===== config.mk =====
export PLATFORM = sky130hd
export DESIGN_NAME = roman_numeral_encoder_unit
export DESIGN_NICKNAME = d
export VERILOG_FILES = /design/src/sv/rne_pkg.sv /design/src/sv/rne_front.sv /design/src/sv/rne_queue.sv /design/src/sv/rne_back.sv /design/src/sv/roman_numeral_encoder_unit.sv
export SDC_FILE = /design/constraint.sdc
export NUM_CORES = 1
export LEC_CHECK = 0
export ABC_AREA = 1
export BUFFER_PORTS_ARGS = -buffer_cell sky130_fd_sc_hd__buf_2
export CAP_MARGIN = 0
export CELL_PAD_IN_SITES_DETAIL_PLACEMENT = 2
export CELL_PAD_IN_SITES_GLOBAL_PLACEMENT = 2
export CORE_ASPECT_RATIO = 1.2
export CORE_MARGIN = 5
export CORE_UTILIZATION = 35
export DETAILED_ROUTE_END_ITERATION = 8
export GPL_TIMING_DRIVEN = 0
export PLACE_DENSITY_LB_ADDON = 0.05
export SETUP_SLACK_MARGIN = 0.3
export SYNTH_ARGS = -nofsm -noshare
export SYNTH_HDL_FRONTEND = slang
export SYNTH_SLANG_ARGS = --single-unit

===== constraint.sdc =====
create_clock -name clk -period 10.04 [get_ports clk]
set_clock_uncertainty 0.05 [all_clocks]
set_input_delay 1.004 -clock clk [delete_from_list [all_inputs] [get_ports clk]]
set_output_delay 1.004 -clock clk [all_outputs]
set_load 0.01 [all_outputs]

===== src/sv/rne_pkg.sv =====
// ----------------------------------------------------------------------------
// rne_pkg
// Shared types, constants and helper functions for the roman numeral encoder.
// ----------------------------------------------------------------------------
package rne_pkg;

    // ascii codes of the roman symbols
    localparam logic [7:0] SYM_I    = 8'h49;
    localparam logic [7:0] SYM_V    = 8'h56;
    localparam logic [7:0] SYM_X    = 8'h58;
    localparam logic [7:0] SYM_L    = 8'h4C;
    localparam logic [7:0] SYM_C    = 8'h43;
    localparam logic [7:0] SYM_D    = 8'h44;
    localparam logic [7:0] SYM_M    = 8'h4D;
    localparam logic [7:0] SYM_NONE = 8'h00;

    localparam int NUM_MAX     = 4999;
    localparam int THOUSAND    = 1000;
    localparam int HUNDRED     = 100;
    localparam int TEN         = 10;
    localparam int MAX_THOU    = 4;
    localparam int MAX_DIGIT   = 9;
    localparam int NUM_W       = 13;

    // decimal positions, most significant first
    typedef enum logic [1:0] {
        DIG_THOU = 2'd0,
        DIG_HUND = 2'd1,
        DIG_TENS = 2'd2,
        DIG_UNIT = 2'd3
    } rne_digit_t;

    // classified number handed from front to back
    typedef struct packed {
        logic       err;
        logic [2:0] thou;
        logic [3:0] hund;
        logic [3:0] tens;
        logic [3:0] unit;
        logic [3:0] nz;     // nonzero mask, bit 0 = thousands
    } rne_item_t;

    // thousands count of a value below 8192 (saturates at four)
    function automatic logic [2:0] thou_of(input logic [NUM_W-1:0] v);
        logic [2:0] q;
        q = '0;
        for (int k = 1; k <= MAX_THOU; k++) begin
            if (v >= NUM_W'(k * THOUSAND)) begin
                q = 3'(k);
            end
        end
        return q;
    endfunction

    // hundreds digit of a value below 1000
    function automatic logic [3:0] hund_of(input logic [9:0] v);
        logic [3:0] q;
        q = '0;
        for (int k = 1; k <= MAX_DIGIT; k++) begin
            if (v >= 10'(k * HUNDRED)) begin
                q = 4'(k);
            end
        end
        return q;
    endfunction

    // tens digit of a value below 100
    function automatic logic [3:0] tens_of(input logic [6:0] v);
        logic [3:0] q;
        q = '0;
        for (int k = 1; k <= MAX_DIGIT; k++) begin
            if (v >= 7'(k * TEN)) begin
                q = 4'(k);
            end
        end
        return q;
    endfunction

    // symbols needed for one decimal digit in subtractive form
    function automatic logic [2:0] digit_len(input logic [3:0] d);
        logic [2:0] n;
        case (d) inside
            4'd1, 4'd5:        n = 3'd1;
            4'd2, 4'd4, 4'd6,
            4'd9:              n = 3'd2;
            4'd3, 4'd7:        n = 3'd3;
            4'd8:              n = 3'd4;
            default:           n = 3'd0;
        endcase
        return n;
    endfunction

endpackage


===== src/sv/rne_front.sv =====
// ----------------------------------------------------------------------------
// rne_front
// Accepts numbers, range checks them and splits them into decimal digits
// over three pipeline stages.
// ----------------------------------------------------------------------------
module rne_front
    import rne_pkg::*;
(
    input  logic             clk,
    input  logic             rst_n,
    input  logic             push,
    input  logic [12:0]      number,
    output logic             full,
    output rne_item_t        item,
    output logic             item_valid,
    input  logic             item_ready
);

    logic             s1_v_reg;
    logic             s1_err_reg;
    logic [2:0]       s1_thou_reg;
    logic [9:0]       s1_rem_reg;
    logic             s2_v_reg;
    logic             s2_err_reg;
    logic [2:0]       s2_thou_reg;
    logic [3:0]       s2_hund_reg;
    logic [6:0]       s2_rem_reg;
    logic             s3_v_reg;
    rne_item_t        s3_item_reg;

    logic             s1_err_next;
    logic [2:0]       s1_thou_next;
    logic [9:0]       s1_rem_next;
    logic [3:0]       s2_hund_next;
    logic [6:0]       s2_rem_next;
    rne_item_t        s3_item_next;
    logic             s1_adv;
    logic             s2_adv;
    logic             s3_adv;
    logic             in_xfer;

    // stage advance under back pressure
    assign s3_adv  = s3_v_reg && item_ready;
    assign s2_adv  = s2_v_reg && (!s3_v_reg || s3_adv);
    assign s1_adv  = s1_v_reg && (!s2_v_reg || s2_adv);
    assign full    = s1_v_reg && !s1_adv;
    assign in_xfer = push && !full;

    // stage 1: range check and thousands
    always_comb
    begin
        s1_err_next  = (number == '0) || (number > NUM_W'(NUM_MAX));
        s1_thou_next = thou_of(number);
        s1_rem_next  = 10'(number - NUM_W'(s1_thou_next) * NUM_W'(THOUSAND));
    end

    // stage 2: hundreds
    always_comb
    begin
        s2_hund_next = hund_of(s1_rem_reg);
        s2_rem_next  = 7'(s1_rem_reg - 10'(s2_hund_next) * 10'(HUNDRED));
    end

    // stage 3: tens, units and nonzero mask
    always_comb
    begin
        s3_item_next.err  = s2_err_reg;
        s3_item_next.thou = s2_thou_reg;
        s3_item_next.hund = s2_hund_reg;
        s3_item_next.tens = tens_of(s2_rem_reg);
        s3_item_next.unit = 4'(s2_rem_reg - 7'(s3_item_next.tens) * 7'(TEN));
        s3_item_next.nz   = {s3_item_next.unit != '0, s3_item_next.tens != '0,
                             s2_hund_reg != '0, s2_thou_reg != '0};
    end

    // valid bits
    always_ff @(posedge clk or negedge rst_n)
    begin
        if (!rst_n)
        begin
            s1_v_reg <= 1'b0;
            s2_v_reg <= 1'b0;
            s3_v_reg <= 1'b0;
        end
        else
        begin
            if (in_xfer || s1_adv)
            begin
                s1_v_reg <= in_xfer;
            end
            if (s1_adv || s2_adv)
            begin
                s2_v_reg <= s1_adv;
            end
            if (s2_adv || s3_adv)
            begin
                s3_v_reg <= s2_adv;
            end
        end
    end

    // payload registers
    always_ff @(posedge clk)
    begin
        if (in_xfer)
        begin
            s1_err_reg  <= s1_err_next;
            s1_thou_reg <= s1_thou_next;
            s1_rem_reg  <= s1_rem_next;
        end
        if (s1_adv)
        begin
            s2_err_reg  <= s1_err_reg;
            s2_thou_reg <= s1_thou_reg;
            s2_hund_reg <= s2_hund_next;
            s2_rem_reg  <= s2_rem_next;
        end
        if (s2_adv)
        begin
            s3_item_reg <= s3_item_next;
        end
    end

    assign item       = s3_item_reg;
    assign item_valid = s3_v_reg;

endmodule


===== src/sv/rne_queue.sv =====
// ----------------------------------------------------------------------------
// rne_queue
// Two-entry queue of classified numbers between front and back.
// ----------------------------------------------------------------------------
module rne_queue
    import rne_pkg::*;
(
    input  logic        clk,
    input  logic        rst_n,
    input  logic        wr_en,
    input  rne_item_t   wr_data,
    output logic        wr_ready,
    input  logic        rd_en,
    output rne_item_t   rd_data,
    output logic        rd_valid
);

    rne_item_t   entry_reg [2];
    logic        wr_ptr_reg;
    logic        rd_ptr_reg;
    logic [1:0]  count_reg;
    logic        wr_xfer;
    logic        rd_xfer;

    assign wr_ready = (count_reg != 2'd2);
    assign rd_valid = (count_reg != 2'd0);
    assign wr_xfer  = wr_en && wr_ready;
    assign rd_xfer  = rd_en && rd_valid;
    assign rd_data  = entry_reg[rd_ptr_reg];

    // pointers and fill count
    always_ff @(posedge clk or negedge rst_n)
    begin
        if (!rst_n)
        begin
            wr_ptr_reg <= 1'b0;
            rd_ptr_reg <= 1'b0;
            count_reg  <= 2'd0;
        end
        else
        begin
            if (wr_xfer)
            begin
                wr_ptr_reg <= !wr_ptr_reg;
            end
            if (rd_xfer)
            begin
                rd_ptr_reg <= !rd_ptr_reg;
            end
            if (wr_xfer && !rd_xfer)
            begin
                count_reg <= count_reg + 2'd1;
            end
            else if (rd_xfer && !wr_xfer)
            begin
                count_reg <= count_reg - 2'd1;
            end
        end
    end

    // entry storage
    always_ff @(posedge clk)
    begin
        if (wr_xfer)
        begin
            entry_reg[wr_ptr_reg] <= wr_data;
        end
    end

endmodule


===== src/sv/rne_back.sv =====
// ----------------------------------------------------------------------------
// rne_back
// Walks the digits of one classified number and emits one roman symbol per
// cycle into an output register, while that register is empty or popped.
// ----------------------------------------------------------------------------
module rne_back
    import rne_pkg::*;
(
    input  logic        clk,
    input  logic        rst_n,
    input  rne_item_t   item,
    input  logic        item_valid,
    output logic        item_pop,
    output logic        empty,
    input  logic        pop,
    output logic [7:0]  symbol,
    output logic        last,
    output logic        error
);

    logic [3:0]  done_reg;
    logic [1:0]  pos_reg;
    logic        out_v_reg;
    logic [7:0]  symbol_reg;
    logic        last_reg;
    logic        error_reg;

    logic [3:0]  remain;
    logic [3:0]  others;
    rne_digit_t  cur_idx;
    logic [3:0]  cur_d;
    logic [7:0]  sym_one;
    logic [7:0]  sym_five;
    logic [7:0]  sym_ten;
    logic [2:0]  cur_len;
    logic [7:0]  symbol_next;
    logic        last_next;
    logic        digit_end;
    logic        last_digit;
    logic        out_free;
    logic        fire;

    assign out_free = !out_v_reg || pop;
    assign fire     = item_valid && out_free;

    // pick the leading digit not yet emitted
    always_comb
    begin
        remain = item.nz & ~done_reg;
        if (remain[0])
        begin
            cur_idx = DIG_THOU;
        end
        else if (remain[1])
        begin
            cur_idx = DIG_HUND;
        end
        else if (remain[2])
        begin
            cur_idx = DIG_TENS;
        end
        else
        begin
            cur_idx = DIG_UNIT;
        end
        others     = remain & ~(4'b0001 << cur_idx);
        last_digit = (others == '0);
    end

    // digit value and its symbol set
    always_comb
    begin
        case (cur_idx)
            DIG_THOU:
            begin
                cur_d    = {1'b0, item.thou};
                sym_one  = SYM_M;
                sym_five = SYM_M;
                sym_ten  = SYM_M;
            end
            DIG_HUND:
            begin
                cur_d    = item.hund;
                sym_one  = SYM_C;
                sym_five = SYM_D;
                sym_ten  = SYM_M;
            end
            DIG_TENS:
            begin
                cur_d    = item.tens;
                sym_one  = SYM_X;
                sym_five = SYM_L;
                sym_ten  = SYM_C;
            end
            default:
            begin
                cur_d    = item.unit;
                sym_one  = SYM_I;
                sym_five = SYM_V;
                sym_ten  = SYM_X;
            end
        endcase
    end

    // symbol at the current position of the digit
    always_comb
    begin
        if (cur_idx == DIG_THOU)
        begin
            cur_len     = item.thou;
            symbol_next = SYM_M;
        end
        else
        begin
            cur_len = digit_len(cur_d);
            case (cur_d) inside
                4'd9:        symbol_next = (pos_reg == 2'd0) ? sym_one : sym_ten;
                4'd4:        symbol_next = (pos_reg == 2'd0) ? sym_one : sym_five;
                [4'd5:4'd8]: symbol_next = (pos_reg == 2'd0) ? sym_five : sym_one;
                default:     symbol_next = sym_one;
            endcase
        end
        digit_end = ({1'b0, pos_reg} == (cur_len - 3'd1));
        last_next = digit_end && last_digit;
        item_pop  = fire && (item.err || last_next);
    end

    // digit walk state
    always_ff @(posedge clk or negedge rst_n)
    begin
        if (!rst_n)
        begin
            done_reg <= '0;
            pos_reg  <= '0;
        end
        else if (fire)
        begin
            if (item_pop)
            begin
                done_reg <= '0;
                pos_reg  <= '0;
            end
            else if (digit_end)
            begin
                done_reg <= done_reg | (4'b0001 << cur_idx);
                pos_reg  <= '0;
            end
            else
            begin
                pos_reg <= pos_reg + 2'd1;
            end
        end
    end

    // output register valid
    always_ff @(posedge clk or negedge rst_n)
    begin
        if (!rst_n)
        begin
            out_v_reg <= 1'b0;
        end
        else if (fire)
        begin
            out_v_reg <= 1'b1;
        end
        else if (pop)
        begin
            out_v_reg <= 1'b0;
        end
    end

    // output register payload
    always_ff @(posedge clk)
    begin
        if (fire)
        begin
            symbol_reg <= item.err ? SYM_NONE : symbol_next;
            last_reg   <= item.err || last_next;
            error_reg  <= item.err;
        end
    end

    assign empty  = !out_v_reg;
    assign symbol = symbol_reg;
    assign last   = last_reg;
    assign error  = error_reg;

endmodule


===== src/sv/roman_numeral_encoder_unit.sv =====
// a number passes the front stages and a queue entry before the back sequencer
// emits one symbol per cycle while its output is empty or popped; a numeral has
//   1 to 16 symbols and an error has 1
// the front accepts a new number every cycle until its stages and queue fill
// reset: asynchronous active low, clears all valid bits, queue and sequencer
// ----------------------------------------------------------------------------
// roman_numeral_encoder_unit
// Converts binary numbers into runs of ascii roman symbols, marking the last
// symbol of each run and flagging numbers outside 1 to 4999.
// ----------------------------------------------------------------------------
module roman_numeral_encoder_unit
    import rne_pkg::*;
(
    input  logic        clk,
    input  logic        rst_n,
    input  logic        push,
    output logic        full,
    input  logic [12:0] number,
    output logic        empty,
    input  logic        pop,
    output logic [7:0]  symbol,
    output logic        last,
    output logic        error
);

    rne_item_t   front_item;
    logic        front_valid;
    logic        queue_ready;
    rne_item_t   back_item;
    logic        back_valid;
    logic        back_pop;

    // classify and split numbers
    rne_front u_front (
        .clk        (clk),
        .rst_n      (rst_n),
        .push       (push),
        .number     (number),
        .full       (full),
        .item       (front_item),
        .item_valid (front_valid),
        .item_ready (queue_ready)
    );

    // decoupling queue
    rne_queue u_queue (
        .clk      (clk),
        .rst_n    (rst_n),
        .wr_en    (front_valid),
        .wr_data  (front_item),
        .wr_ready (queue_ready),
        .rd_en    (back_pop),
        .rd_data  (back_item),
        .rd_valid (back_valid)
    );

    // symbol sequencer
    rne_back u_back (
        .clk        (clk),
        .rst_n      (rst_n),
        .item       (back_item),
        .item_valid (back_valid),
        .item_pop   (back_pop),
        .empty      (empty),
        .pop        (pop),
        .symbol     (symbol),
        .last       (last),
        .error      (error)
    );

endmodule

==> results.sh <==
export IMPL_status="finished, final reports clean"
export IMPL_diodes=0
export IMPL_clock_sinks=111
export IMPL_p_sw_share_pct=44.6
export IMPL_wl_per_cell_um=16.8
export IMPL_cp_required_ns=10.21
export IMPL_cp_start_kind="register"
export IMPL_syn_to_final_growth_pct=12.4
export IMPL_antenna_found_initial=0
export IMPL_worstHoldEndpoint="u_front.item[19]$_DFFE_PP_"
export IMPL_pwr_share_clk_pct=13.7
export IMPL_cap_violations=0
export IMPL_cts_setup_buffers=0
export IMPL_routed_via_count=4056
export IMPL_hpwl_um=11500
export IMPL_layout_commonest_cell="nand2_1"
export IMPL_regToRegStartpoint="u_queue.rd_ptr_reg$_DFFE_PN0P_"
export IMPL_p_leak_uw=0.00285
export IMPL_min_from="u_front.s2_err_reg$_DFFE_PP_"
export IMPL_largest_reg_flops=40
export IMPL_combPwrFrac_pct=51.0
export IMPL_drt_total_wl_um=14200
export IMPL_hold_viol_final=0
export IMPL_gp_congestion=0.895
export IMPL_synth_seq_area_share_pct=57.0
export IMPL_tightestPinTransition_ns=1.24
export IMPL_cp_slowest_stage_delay_ns=0.45
export IMPL_cp_slowest_cell="dfrtp_1"
export IMPL_die_area_um2=19000
export IMPL_die_h_um=150
export IMPL_grt_pass1_vias=4608
export IMPL_ios=29
export IMPL_drc=0
export IMPL_first_iter_violations=123
export IMPL_grt_pass1_wl_um=23800
export IMPL_drtPass1Iterations=4
export IMPL_synthCells=585
export IMPL_start_util_pct=35.5
export IMPL_die_w_um=127
export IMPL_cpMostUsedCell="nand2_1"
export IMPL_htree_levels=3
export IMPL_internal_power_uw=1370
export IMPL_powerDensity_nw_per_um2=383
export IMPL_hold_depth=0
export IMPL_path_max_fanout=10
export IMPL_grt_total_usage_pct=16.1
export IMPL_synth_edf_count=97
export IMPL_synthArstFlopShare_pct=12.6
export IMPL_cp_arrival_ns=5.47
export IMPL_grt_overflow=0
export IMPL_port_buffers=26
export IMPL_pre_cts_ws_ns=4.57
export IMPL_final_setup_viol_count=0
export IMPL_yosysWarnings=0
export IMPL_timing_slew_headroom_pct=17.0
export IMPL_clk_pin_slew_ns=0.08
export IMPL_setup_ws_ns=4.74
export IMPL_drtAntennaViolNets=0
export IMPL_synth_seq_cells=111
export IMPL_drt_vias_per_instance=4.82
export IMPL_synth_distinct_cells=45
export IMPL_syn_area_um2=5720
export IMPL_switching_power_uw=1100
export IMPL_worstSetupEndpointType="register"
export IMPL_period_needed_ns=5.30
export IMPL_syn_area_per_cell_um2=9.79
export IMPL_p_seq_share_pct=35.3
export IMPL_cts_buffers=9
export IMPL_finalMaxSlewViolations=0
export IMPL_fin_nets=669
export IMPL_timing_fmax_ghz=0.189
export IMPL_core_area_um2=16100
export IMPL_criticalPathCategory="reg -> reg"
export IMPL_drive_above_1_share_pct=11.4
export IMPL_r2r_cells=27
export IMPL_cts_hold_buffers=0
export IMPL_ctsResizeCount=0
export IMPL_tns_ns=0
export IMPL_rsz0062_at_grt="no"
export IMPL_reg2reg_to="u_queue.count_reg[1]$_DFFE_PN0P_"
export IMPL_grt_max_degree=21
export IMPL_clock_path_buffers=2
export IMPL_ir_drop_uv=109
export IMPL_timing_final_crit_share_pct=52.8
export IMPL_synth_main_ff_cell="edfxtp_1"
export IMPL_cts_tree="built"
export IMPL_r2r_slack_ns=4.74
export IMPL_hold_path_class="reg -> reg"
export IMPL_final_cell_mix="nand2_1, inv_1, edfxtp_1, nor2_1, buf_2"
export IMPL_cts_root_buf="clkbuf_16"
export IMPL_rows=51
export IMPL_clk_latency_ns=0.35
export IMPL_fillers=1812
## final cells by class
| class | instances | area [µm²] | area share, % |
|---|---|---|---|
| clock buffer | 10 | 229 | 3.56 |
| multi-input combinational | 361 | 2020 | 31.3 |
| sequential | 111 | 3260 | 50.7 |
| clock inverter | 6 | 48.8 | 0.758 |
| inverter | 104 | 390 | 6.07 |
| buffer | 10 | 63.8 | 0.991 |
| tap | 212 | 265 | 4.12 |
| timing repair buffer | 28 | 160 | 2.49 |
## logic make-up after synthesis
| family | synth area share [%] |
|---|---|
| AOI/OAI and AO/OA | 8.20 |
| xor gates and xnor gates | 2.75 |
| adders and majority gates | 6.43 |
| buffers and inverters | 7.93 |
| DFF | 57.0 |
| other | 0.131 |
| and+or+nand+nor | 17.6 |
## power groups by stage
stage                     Sequential [µW]  Clock [µW]  Combinational, µW
after floorplan                       848           0                904
after global placement                873           0               1210
after detailed placement              886           0               1280
after CTS                             877         351               1300
after global routing                  893         375               1440
final                                 872         338               1260
## how the worst max path moves through the flow
stage                                         startpoint                                to  slack, ns  depth (start not counted)
after CTS                 u_queue.rd_ptr_reg$_DFFE_PN0P_  u_queue.count_reg[1]$_DFFE_PN0P_       4.54                         27
after floorplan           u_queue.rd_ptr_reg$_DFFE_PN0P_  u_queue.count_reg[1]$_DFFE_PN0P_       5.78                         27
after global routing      u_queue.rd_ptr_reg$_DFFE_PN0P_  u_queue.count_reg[1]$_DFFE_PN0P_       4.14                         27
final                     u_queue.rd_ptr_reg$_DFFE_PN0P_  u_queue.count_reg[1]$_DFFE_PN0P_       4.74                         27
after global placement    u_queue.rd_ptr_reg$_DFFE_PN0P_  u_queue.count_reg[1]$_DFFE_PN0P_       4.76                         27
after detailed placement  u_queue.rd_ptr_reg$_DFFE_PN0P_  u_queue.count_reg[1]$_DFFE_PN0P_       4.57                         27
## stage by stage
stage,cell area (µm²),utilization [%],hold slack [ns],total power [µW],instances
finish,6440,39.9,0.374,2470,842
global route,6440,39.9,0.378,2710,842
CTS,6440,39.9,0.375,2520,842
detailed placement,6160,38.1,0.358,2170,826
global placement,6120,37.9,0.351,2080,824
floorplan,5730,-,0.350,1750,586
## layer usage
layer / vias up / track usage (%) / wire [µm]
met5: - / 0 / 0
met4: 0 / 5.36 / 260
met3: 13 / 2.59 / 229
met2: 33 / 32.5 / 8420
met1: 2011 / 16.6 / 5260
li1: 1999 / - / -
## synthesized netlist by cell type, types with 4 or more instances
| cell | instances | area share, % |
|---|---|---|
| o21ai_0 | 25 | 2.2 |
| nor2_1 | 55 | 3.6 |
| or2_2 | 4 | 0.44 |
| nand3_1 | 27 | 2.4 |
| xnor2_1 | 6 | 0.92 |
| xor2_1 | 12 | 1.8 |
| inv_1 | 102 | 6.7 |
| edfxtp_1 | 97 | 51 |
| ha_1 | 23 | 5.0 |
| a21oi_1 | 26 | 2.3 |
| nor3_1 | 11 | 0.96 |
| dfrtp_1 | 14 | 6.1 |
| nand2_1 | 119 | 7.8 |
| a31oi_1 | 6 | 0.66 |
| fa_1 | 4 | 1.4 |
| nand4_1 | 5 | 0.55 |
## worst max-delay path: cells and delay by family (launching register included)
kind                       cells  cell delay, ns
AOI/OAI and AO/OA              4            0.86
DFF                            1            0.45
xor gates and xnor gates       2            0.31
adders and majority gates      3            0.83
and+or+nand+nor               13            1.83
buffers and inverters          5            0.82
Power figures use the tool's default switching activity.
